**config.mk**
```make
export PLATFORM = sky130hd
export DESIGN_NAME = lpcp_cfg_regs_flat
export DESIGN_NICKNAME = d
export VERILOG_FILES = /design/src/hw/rtl/lpcp_pkg.sv /design/src/hw/rtl/lpcp_if.sv /design/src/hw/rtl/lpcp_cfg_regs.sv /design/src/flat_wrapper.sv
export SDC_FILE = /design/constraint.sdc
export NUM_CORES = 1
export LEC_CHECK = 0
export ABC_AREA = 1
export ABC_CLOCK_PERIOD_IN_PS = 1800
export BUFFER_PORTS_ARGS = -buffer_cell sky130_fd_sc_hd__buf_2
export CORE_MARGIN = 2
export CORE_UTILIZATION = 57
export CTS_BUF_LIST = sky130_fd_sc_hd__clkbuf_4 sky130_fd_sc_hd__clkbuf_8
export DETAILED_ROUTE_END_ITERATION = 7
export PLACE_DENSITY = 0.87
export SLEW_MARGIN = 20
export SYNTH_ARGS = -nofsm -noshare
export SYNTH_HDL_FRONTEND = slang
export SYNTH_SLANG_ARGS = --single-unit
```
**constraint.sdc**
```tcl
create_clock -name clk -period 1.8 [get_ports clk]
set_input_delay 0.18 -clock clk [delete_from_list [all_inputs] [get_ports clk]]
set_output_delay 0.18 -clock clk [all_outputs]
set_load 0.05 [all_outputs]
```
**src/hw/rtl/lpcp_pkg.sv**
```systemverilog
// lidar point camera projection: shared register map, config struct, reset values
// depends on nothing; every other file uses it
package lpcp_pkg;

  localparam int CFG_IDX_W  = 4;
  localparam int CFG_DATA_W = 48;
  localparam int TRANS_W    = 16;
  localparam int FOCAL_W    = 16;
  localparam int CENTER_W   = 16;

  // register indexes of the config port
  typedef enum logic [CFG_IDX_W-1:0] {
    REG_CAM_X    = 4'd0,
    REG_CAM_Y    = 4'd1,
    REG_CAM_Z    = 4'd2,
    REG_TRANS    = 4'd3,
    REG_FOCAL_U  = 4'd4,
    REG_CENTER_U = 4'd5,
    REG_FOCAL_V  = 4'd6,
    REG_CENTER_V = 4'd7
  } reg_idx_t;

  typedef struct packed {
    logic [CFG_DATA_W-1:0]      coef_x;
    logic [CFG_DATA_W-1:0]      coef_y;
    logic [CFG_DATA_W-1:0]      coef_z;
    logic [CFG_DATA_W-1:0]      trans;
    logic [FOCAL_W-1:0]         focal_u;
    logic signed [CENTER_W-1:0] center_u;
    logic [FOCAL_W-1:0]         focal_v;
    logic signed [CENTER_W-1:0] center_v;
  } cfg_t;

  localparam logic [FOCAL_W-1:0]  FOCAL_U_RST  = 16'd9110;
  localparam logic [CENTER_W-1:0] CENTER_U_RST = 16'd15778;
  localparam logic [FOCAL_W-1:0]  FOCAL_V_RST  = 16'd10482;
  localparam logic [CENTER_W-1:0] CENTER_V_RST = 16'd4129;

endpackage

```
**src/hw/rtl/lpcp_if.sv**
```systemverilog


interface lpcp_cfg_if;
  logic                             valid;
  logic                             ready;
  logic [lpcp_pkg::CFG_IDX_W-1:0]  index;
  logic [lpcp_pkg::CFG_DATA_W-1:0] data;
  modport source (output valid, index, data, input ready);
  modport sink   (input valid, index, data, output ready);
endinterface

```
**src/hw/rtl/lpcp_cfg_regs.sv**
```systemverilog
// configuration register file of the projection unit
// depends on lpcp_pkg and lpcp_cfg_if
module lpcp_cfg_regs
  import lpcp_pkg::*;
(
  input  logic       clk,
  input  logic       rst_n,
  lpcp_cfg_if.sink   cfg,
  output cfg_t       cfg_o
);

  cfg_t regs_r;

  assign cfg.ready = 1'b1;
  assign cfg_o     = regs_r;

  // register writes, unknown indexes dropped
  always_ff @(posedge clk) begin
    if (!rst_n) begin
      regs_r.coef_x   <= '0;
      regs_r.coef_y   <= '0;
      regs_r.coef_z   <= '0;
      regs_r.trans    <= '0;
      regs_r.focal_u  <= FOCAL_U_RST;
      regs_r.center_u <= CENTER_U_RST;
      regs_r.focal_v  <= FOCAL_V_RST;
      regs_r.center_v <= CENTER_V_RST;
    end else if (cfg.valid) begin
      case (reg_idx_t'(cfg.index))
        REG_CAM_X:    regs_r.coef_x   <= cfg.data;
        REG_CAM_Y:    regs_r.coef_y   <= cfg.data;
        REG_CAM_Z:    regs_r.coef_z   <= cfg.data;
        REG_TRANS:    regs_r.trans    <= cfg.data;
        REG_FOCAL_U:  regs_r.focal_u  <= cfg.data[FOCAL_W-1:0];
        REG_CENTER_U: regs_r.center_u <= cfg.data[CENTER_W-1:0];
        REG_FOCAL_V:  regs_r.focal_v  <= cfg.data[FOCAL_W-1:0];
        REG_CENTER_V: regs_r.center_v <= cfg.data[CENTER_W-1:0];
        default: ;
      endcase
    end
  end

endmodule

```
**src/flat_wrapper.sv**
```systemverilog
// flat-port wrapper written by rule: the top's interface ports become plain ports
module lpcp_cfg_regs_flat import lpcp_pkg::*;
  (clk, rst_n, cfg_o, cfg_valid, cfg_index, cfg_data, cfg_ready);
  lpcp_cfg_if cfg_i ();
  input  logic clk;
  input  logic rst_n;
  output cfg_t cfg_o;
  input wire logic [$bits(cfg_i.valid)-1:0] cfg_valid;
  input wire logic [$bits(cfg_i.index)-1:0] cfg_index;
  input wire logic [$bits(cfg_i.data)-1:0] cfg_data;
  output wire logic [$bits(cfg_i.ready)-1:0] cfg_ready;
  assign cfg_i.valid = cfg_valid;
  assign cfg_i.index = cfg_index;
  assign cfg_i.data = cfg_data;
  assign cfg_ready = cfg_i.ready;
  lpcp_cfg_regs u_core (.clk(clk), .rst_n(rst_n), .cfg(cfg_i), .cfg_o(cfg_o));
endmodule
```
Yosys cells after proc, flatten, opt, wreduce, memory -nomap -nowiden. Index checks and enable logic that the tools add are counted.

Bits of input ports: 55. Logic and storage cells: 24. Output and inout bits: 257. Register bits: 256.

Equality and inequality tests: 7. Reductions and logical operators: 9.

Operators with widths (number): equality test 4 x 3 -> 1 bit (second input constant) (4); AND reduction 2 bit (8); equality test 4 x 2 -> 1 bit (second input constant) (2); equality test 4 x 1 -> 1 bit (second input constant) (1); zero test 4 bit (1).

Depth between registers and ports, before layout. Gate-level depths: netlist of the first run.

Depth in word-level cells: 2. Mapped depth: 7. Mapped depth without buffers: 6.

Worst setup path before layout of the first run. Ideal clock, no wire load.

Path kind: input to register. Start point: in cfg_index[3]. End point: reg u_core.regs_r, in the netlist u_core.cfg_o[25]. Arrival: 947 ps. Data required time: 1686 ps. Setup slack: 739 ps. Cell stages on the path: 7. Buffers on the path: 1. Setup time: 114 ps. Path through: inv_1 -> nand3_2 -> nor2_2 -> buf_2 -> nand2_1 -> nand2_1 -> nor2_1.

Cells in the longest elaborated chain, start to end: 2.

Ends and longest elaborated chain: from (decl) (line flat_wrapper.sv:9) `input wire logic [$bits(cfg_i.index)-1:0] cfg_index;`; equality test 4 x 3 -> 1 bit (line lpcp_cfg_regs.sv:29) `case (reg_idx_t'(cfg.index))`; AND reduction 2 bit (no line); to (decl) (line lpcp_cfg_regs.sv:12) `cfg_t regs_r;`.

No other way between the ends. A chain may end at the register's enable or synchronous reset.

Worst setup path after layout of the first run.
Start point: reg u_core.regs_r, in the netlist u_core.cfg_o[119]. End point: out cfg_o[119] in the netlist's numbering.

RTL lines: to (decl) (line flat_wrapper.sv:7) `output cfg_t cfg_o;`.

No word-level cell between the ends.

==> results of run 1 <==
-- cell families after synthesis --
kind of cell / after synthesis
AO/OA/AOI/OAI: 15
buffers and inverters: 249
flip-flops: 256
other: 1
AND/OR/NAND/NOR: 1005
-- per-stage QoR --
step,area [µm²],hold WS (ns)
final,13400,0.0985
after CTS,13400,0.0640
after global routing,13400,0.0969
after global placement,12100,0.435
after floorplan,10300,0.306
after detailed placement,12100,0.444
-- final timing paths --
check             slack (ns)                              to  depth (start not counted)                            from
setup / recovery        0.44                      cfg_o[119]                          1  u_core.cfg_o[119]$_SDFFE_PN0P_
hold / removal           0.1  u_core.cfg_o[182]$_SDFFE_PN0P_                          3                           rst_n
setup reg to reg        1.09  u_core.cfg_o[106]$_SDFFE_PN0P_                          4  u_core.cfg_o[106]$_SDFFE_PN0P_
hold reg to reg         0.46    u_core.cfg_o[0]$_SDFFE_PN1P_                          2    u_core.cfg_o[0]$_SDFFE_PN1P_
-- cells in the final DEF, fill, tap and decap left out, drive strengths merged --
master         n
nand2        405
nand4         96
clkbuf        66
clkinv         1
nor2         473
inv          149
dlygate4sd3   48
conb           1
buf          341
o21ai         15
dfxtp        256
nand3         31
-- Yosys cell counts, drive strengths merged --
cell      n
buf      49
clkbuf   51
conb      1
dfxtp   256
inv     149
nand2   405
nand3    31
nand4    96
nor2    473
o21ai    15
-- routing by layer --
metal  up-vias  GRT usage
met5         -          0
met4         0      0.194
met3       140     0.0759
met2       571      0.522
met1      4860      0.385
li1       5285          -
-- cell type report --
cell class              instances  area (µm²)  area share
repair buffers                389        2390       0.178
well taps                     229         287      0.0214
flip-flops and latches        256        5120       0.383
clock buffers                  66         821      0.0613
inverters                     149         559      0.0418
clock inverters                 1        5.00    0.000374
multi-input cells            1021        4210       0.314
-- where the power goes --
part / leakage, nW / switching [W] / internal (W)
Combinational: 4.67 / 0.00110 / 0.000400
Sequential: 2.07 / 0.0000652 / 0.00580
Clock: 0.442 / 0.00214 / 0.00285
-- what timing repair did --
action | in CTS | in global routing
endpoints found under the hold margin | 112 | 0
setup buffers | 0 | 0
resized for setup | 0 | 0
hold buffers | 48 | 0
==> impl_metrics.yaml, run 1 <==
outcome:
  outcome: "finished clean"
clock_network:
  cts-buffers-inserted: 42
  clockBufferDepth: 3
  cts_sinks: 256
  cts_root_buf: "clkbuf_8"
  cts_tree: "built"
  clkTransAtPathRegs_ns: 0.06
  insertion_delay_ns: 0.51
  htree_levels: 2
routing:
  wire_per_inst_um: 15.1
  finalWirelength_um: 31800
  vias_per_cell: 5.14
  num_vias: 10900
  drtPass1Iterations: 6
  wl_met1_um: 12300
  drcViolationCount: 0
  antenna_left: 0
  top_layer: "met4"
  route.met3.wl_um: 2710
  wl_met2_um: 15000
  drt_iter0_markers: 927
global_route:
  antenna_found_initial: 0
  grt_overflow: 0
  grt_usage: 0.320
  grt_max_degree: 97
  grt_pass1_wl_um: 50800
  grt_pass1_vias: 10200
timing:
  worst_clock_skew_ns: 0
  finalMaxSlewViolations: 0
  grt_setup_unrepaired: "false"
  layout_setup_ws_ns: 0.440
  hold_viol: 0
  setup_tns_ns: 0
  worst_slew_pin_slew_ns: 0.624
  period_share: 0.755
  fmax_mhz: 736
  timing.slew.headroom: 0.584
  setup_viol: 0
  fin_crit_ns: 1.36
critical_path:
  path_delay_family: "flip-flops"
  critPathLaunchType: "register"
  path_cells: "buf_2"
  critPathSlowestCell: "dfxtp_1"
  worstPathArrival_ns: 1.18
  end_kind: "output pin"
  critPathMaxFanout: 2
  worst-path-buf-inv: 1
  critical-path-max-stage-delay_ns: 0.38
  worstPathRequired_ns: 1.62
  crit_type: "reg -> out"
yosys:
  netlist.area_leader.share: 0.497
  post_synth_and_or_nand_nor_area_fraction: 0.396
  muxShareOfSynthArea: 0
  yosysSeqAreaShare: 0.497
  synth_xor_area_frac: 0
  syn_nets: 1581
  ys_seq_elements: 256
  synth.cell_area_um2: 10300
  synth_compound_area_frac: 0.00728
  syn_area_per_cell_um2: 6.75
  synth-adder-area-share: 0
  synth_cells: 1526
  synth_area_leader_cell: "dfxtp_1"
  synth_top_family_by_area: "simple AND/OR/NAND/NOR gates"
  ys_types: 18
  yosysWarnings: 0
  synthTopCellsByArea: "dfxtp_1, nor2_1, nand2_1"
job:
  maxCapViolCount: 0
placement:
  portBuffers: 310
  routabilityCongestion: 0.885
  hpwl_um: 20200
  dp_cells: 1996
  dp_slack_ns: 0.397
final_layout:
  largest_reg_flops: 256
  area_growth_syn_to_layout_pct: 30.0
  nets: 1914
  drive_gt1_frac: 0.226
  diodes: 0
  fillers: 1287
  fin_cells: 2111
  final_util: 0.751
power_and_ir_drop:
  p_leak_nw: 7.19
  peakVddDrop_v: 0.000853
  p_total_w: 0.0124
  power-per-cell-area_nw_per_um2: 923
floorplan:
  initial_core_util: 0.578
  coreArea_um2: 17800
  die-area_um2: 19200
  rows: 49
  die_w_um: 138
  die_h_um: 138
  io_pins: 312
worst_hold_path:
  hold_class: "in -> reg"
Power figures use the tool's default switching activity.
==> run 2: changes to the inputs <==
- ABC_CLOCK_PERIOD_IN_PS: 1800 -> 1200
- CORE_UTILIZATION: 57 -> 48
- PLACE_DENSITY: 0.87 -> 0.78
- clock period: 1.8 -> 1.2 ns (I/O delays scaled with it)
==> impl_metrics.yaml, run 2 (synthesis gave the netlist of run 1 again) <==
power_and_ir_drop:
  intPower_w: 0.0145
  pwr-share-seq: 0.447
  p_leak_nw: 7.64
  power_frac_comb: 0.130
  p_sw_frac: 0.269
  p_clk_frac: 0.423
  power-per-cell-area_nw_per_um2: 1270
  peakVddDrop_v: 0.00123
  switching_power_w: 0.00534
  p_total_w: 0.0198
clock_network:
  cts-buffers-inserted: 43
  insertion_delay_ns: 0.53
  cts_tree: "built"
  clkTransAtPathRegs_ns: 0.06
  clockBufferDepth: 3
  htree_levels: 2
  cts_sinks: 256
  cts_root_buf: "clkbuf_8"
critical_path:
  crit_path_start: "u_core.cfg_o[12]$_SDFFE_PN1P_"
  path_delay_family: "flip-flops"
  crit_type: "reg -> out"
  critPathMaxFanout: 2
  path_cells: "buf_4"
  worstPathRequired_ns: 1.08
  worst-path-buf-inv: 1
  end_kind: "output pin"
  critPathLaunchType: "register"
  critPathSlowestCell: "dfxtp_1"
  worstPathArrival_ns: 1.09
  r2r_start: "u_core.cfg_o[17]$_SDFFE_PN1P_"
  critical-path-max-stage-delay_ns: 0.35
global_route:
  grt_usage: 0.299
  grt_overflow: 0
  grt_pass1_wl_um: 53800
  grt_pass1_vias: 10600
  antenna_found_initial: 0
  grt_max_degree: 54
timing:
  setup_viol: 1
  worst_clock_skew_ns: 0
  setup_tns_ns: -0.0120
  hold_viol: 0
  fin_crit_ns: 1.21
  grt_setup_unrepaired: "true"
  period_share: 1.01
  finalMaxSlewViolations: 0
  fmax_mhz: 825
  layout_setup_ws_ns: -0.0120
final_layout:
  area_growth_syn_to_layout_pct: 51.7
  layout_commonest_cell: "nor2_1"
  fin_area_um2: 15600
  nets: 1921
  diodes: 0
  final_cell_mix: "nor2_1, nand2_1, buf_6"
  fillers: 1375
  drive_gt1_frac: 0.340
  largest_reg_flops: 256
routing:
  num_vias: 11200
  wire_per_inst_um: 17.1
  antenna_left: 0
  finalWirelength_um: 37000
  vias_per_cell: 5.19
  drt_iter0_markers: 770
  drtPass1Iterations: 7
  drcViolationCount: 0
placement:
  routabilityCongestion: 0.860
  hpwl_um: 20800
  placed_area_um2: 12300
  portBuffers: 310
floorplan:
  die_h_um: 151
  coreArea_um2: 21000
  rows: 53
  die-area_um2: 22700
  die_w_um: 151
  initial_core_util: 0.490
  io_pins: 312
outcome:
  outcome: "complete, but fails checks"
  violations: "setup timing"
worst_hold_path:
  worstHoldStart: "cfg_index[3]"
  hold_class: "in -> reg"
job:
  maxCapViolCount: 0
[run 2: cell types whose count changed in the layout (fill, tap and decap cells not counted), sizes merged]
| cell | before | now |
|---|---|---|
| bufinv | 0 | 3 |
| buf | 341 | 346 |
| dlygate4sd3 | 48 | 49 |
| clkbuf | 66 | 63 |
| clkinv | 1 | 3 |
[run 2: layout make-up]
cell class	count	area (µm²)	area share
Clock inverter	6	105	0.00672
Timing Repair Buffer	395	4220	0.270
Inverter	149	559	0.0358
Multi-Input combinational cell	1021	4210	0.270
Tap cell	275	344	0.0220
Sequential cell	256	5390	0.345
Clock buffer	63	805	0.0515
[run 2: worst reg2reg max path: cells and delay by family (launching register included)]
family           cells  cell delay, ns
AO/OA/AOI/OAI        1            0.14
flip-flops           1            0.34
AND/OR/NAND/NOR      1            0.19
[run 2: timing repair]
action                                 CTS  global route
setup buffers                            0             1
endpoints found under the hold margin  193             0
setup endpoints to repair              256           161
cloned                                   0             0
resized for setup                      541           190
hold buffers                            49             0
[run 2: through the flow]
step | instances | util | worst slack [ns] | hold slack (ns)
floorplan | 1526 | - | 0.199 | 0.246
global placement | 2046 | 0.586 | 0.0355 | 0.379
detailed placement | 2046 | 0.586 | -0.00784 | 0.383
CTS | 2164 | 0.726 | 0.0000810 | 0.0582
global route | 2165 | 0.744 | -0.0280 | 0.113
finish | 2165 | 0.744 | -0.0120 | 0.0916
[run 2: metal layers]
metal,global-route usage,wire (µm),vias up
met1,0.339,13200,5122
met4,0.176,2240,0
met2,0.502,18300,630
met3,0.0821,3270,189
li1,-,-,5297
met5,0,0,-
[run 2: path summary, 6_finish.rpt]
check	endpoint	slack [ns]	cells past startpoint
worst min-delay path	u_core.cfg_o[5]$_SDFFE_PN1P_	0.09	5
worst max register to register	u_core.cfg_o[17]$_SDFFE_PN1P_	0.37	2
worst min register to register	u_core.cfg_o[52]$_SDFFE_PN1P_	0.46	2
worst max-delay path	cfg_o[12]	-0.01	1
[run 2: power by group through the flow]
stage	Sequential, W	Combinational (W)	Clock, W
2_1_floorplan	0.00962	0.000777	0
3_3_place_gp	0.00896	0.00211	0
3_5_place_dp	0.00897	0.00213	0
4_1_cts	0.00883	0.00246	0.00843
5_1_grt	0.00888	0.00273	0.00883
6_report	0.00887	0.00257	0.00838
==> run 3: changes to the inputs <==
- SKIP_CTS_REPAIR_TIMING: default -> 1
==> impl_metrics.yaml, run 3 (synthesis gave the netlist of run 1 again) <==
timing:
  worst_clock_skew_ns: 0
  fmax_mhz: 824
  whs_ns: 0.0995
  grt_setup_unrepaired: "true"
  setup_viol: 1
  finalMaxSlewViolations: 0
  setup_tns_ns: -0.0143
  layout_setup_ws_ns: -0.0143
  period_share: 1.01
  hold_viol: 0
  fin_crit_ns: 1.21
placement:
  placed_area_um2: 12300
  dp_slack_ns: -0.00784
  portBuffers: 310
  hpwl_um: 20800
  routabilityCongestion: 0.860
critical_path:
  path_delay_family: "flip-flops"
  critPathLaunchType: "register"
  crit_type: "reg -> out"
  critPathMaxFanout: 2
  worstPathRequired_ns: 1.08
  worstPathArrival_ns: 1.09
  end_kind: "output pin"
  critPathSlowestCell: "dfxtp_1"
  r2r_start: "u_core.cfg_o[97]$_SDFFE_PN0P_"
  rr_endpoint: "u_core.cfg_o[97]$_SDFFE_PN0P_"
  rrSetupSlack_ns: 0.46
  path_cells: "buf_6"
  worst-path-buf-inv: 1
  critical-path-max-stage-delay_ns: 0.38
  reg2reg_depth: 4
  crit_path_start: "u_core.cfg_o[56]$_SDFFE_PN1P_"
final_layout:
  layout_commonest_cell: "nor2_1"
  largest_reg_flops: 256
  nets: 1920
  drive_gt1_frac: 0.339
  fin_area_um2: 15600
  area_growth_syn_to_layout_pct: 51.4
  final_cell_mix: "nor2_1, nand2_1, buf_6"
floorplan:
  die_w_um: 151
  io_pins: 312
  die_h_um: 151
  rows: 53
  die-area_um2: 22700
  coreArea_um2: 21000
  initial_core_util: 0.490
clock_network:
  cts_sinks: 256
  insertion_delay_ns: 0.52
  cts_tree: "built"
  cts_root_buf: "clkbuf_8"
  clockBufferDepth: 3
  htree_levels: 2
  cts-buffers-inserted: 43
  clkTransAtPathRegs_ns: 0.07
global_route:
  grt_usage: 0.259
  antenna_found_initial: 1
  grt_max_degree: 54
  grt_pass1_wl_um: 46900
  grt_overflow: 0
  grt_pass1_vias: 9332
worst_hold_path:
  holdPathStages: 5
  min_to: "u_core.cfg_o[0]$_SDFFE_PN1P_"
  worstHoldStart: "cfg_index[3]"
  hold_class: "in -> reg"
routing:
  wire_per_inst_um: 16.9
  vias_per_cell: 5.14
  drt_iter0_markers: 739
  drtPass1Iterations: 7
  num_vias: 11100
  antenna_left: 0
  drcViolationCount: 0
  finalWirelength_um: 36500
power_and_ir_drop:
  peakVddDrop_v: 0.00127
  p_total_w: 0.0198
  p_leak_nw: 7.63
  power-per-cell-area_nw_per_um2: 1270
outcome:
  violations: "setup timing"
  outcome: "complete, but fails checks"
job:
  maxCapViolCount: 0
==> run 3: how the worst max path moves through the flow <==
stage | endpoint | slack [ns] | cells after the start
2_1_floorplan | u_core.cfg_o[25]$_SDFFE_PN0P_ | 0.20 | 7
3_3_place_gp | u_core.cfg_o[124]$_SDFFE_PN0P_ | 0.04 | 7
3_5_place_dp | u_core.cfg_o[149]$_SDFFE_PN0P_ | -0.008 | 7
4_1_cts | cfg_o[251] | -0.11 | 1
5_1_grt | cfg_o[56] | -0.03 | 1
6_report | cfg_o[56] | -0.01 | 1
==> run 3: area by class of cell <==
class                      count  area, µm²
clock inverter                 6        105
fill                        1416       5420
inverter                     149        559
timing repair buffer         394       4190
clock buffer                  63        805
multi-input combinational   1021       4210
tap                          275        344
antenna                        1       2.50
sequential                   256       5390
==> run 3: where the power goes <==
group / leakage, nW / internal, W / switching [W] / total [W]
Sequential: 2.16 / 0.00872 / 0.000148 / 0.00887
Clock: 0.481 / 0.00490 / 0.00348 / 0.00838
Combinational: 4.98 / 0.000863 / 0.00170 / 0.00256
==> run 3: stage by stage <==
stage	instances	util
CTS	2115	0.630
floorplan	1526	-
finish	2165	0.742
global route	2165	0.742
detailed placement	2046	0.586
global placement	2046	0.586
==> run 3: routing by layer <==
| metal | part of all wire | up-vias | global-route usage |
|---|---|---|---|
| li1 | - | 5304 | - |
| met5 | 0 | - | 0 |
| met1 | 0.37 | 5124 | 0.319 |
| met4 | 0.049 | 0 | 0.119 |
| met2 | 0.50 | 558 | 0.423 |
| met3 | 0.080 | 148 | 0.0700 |
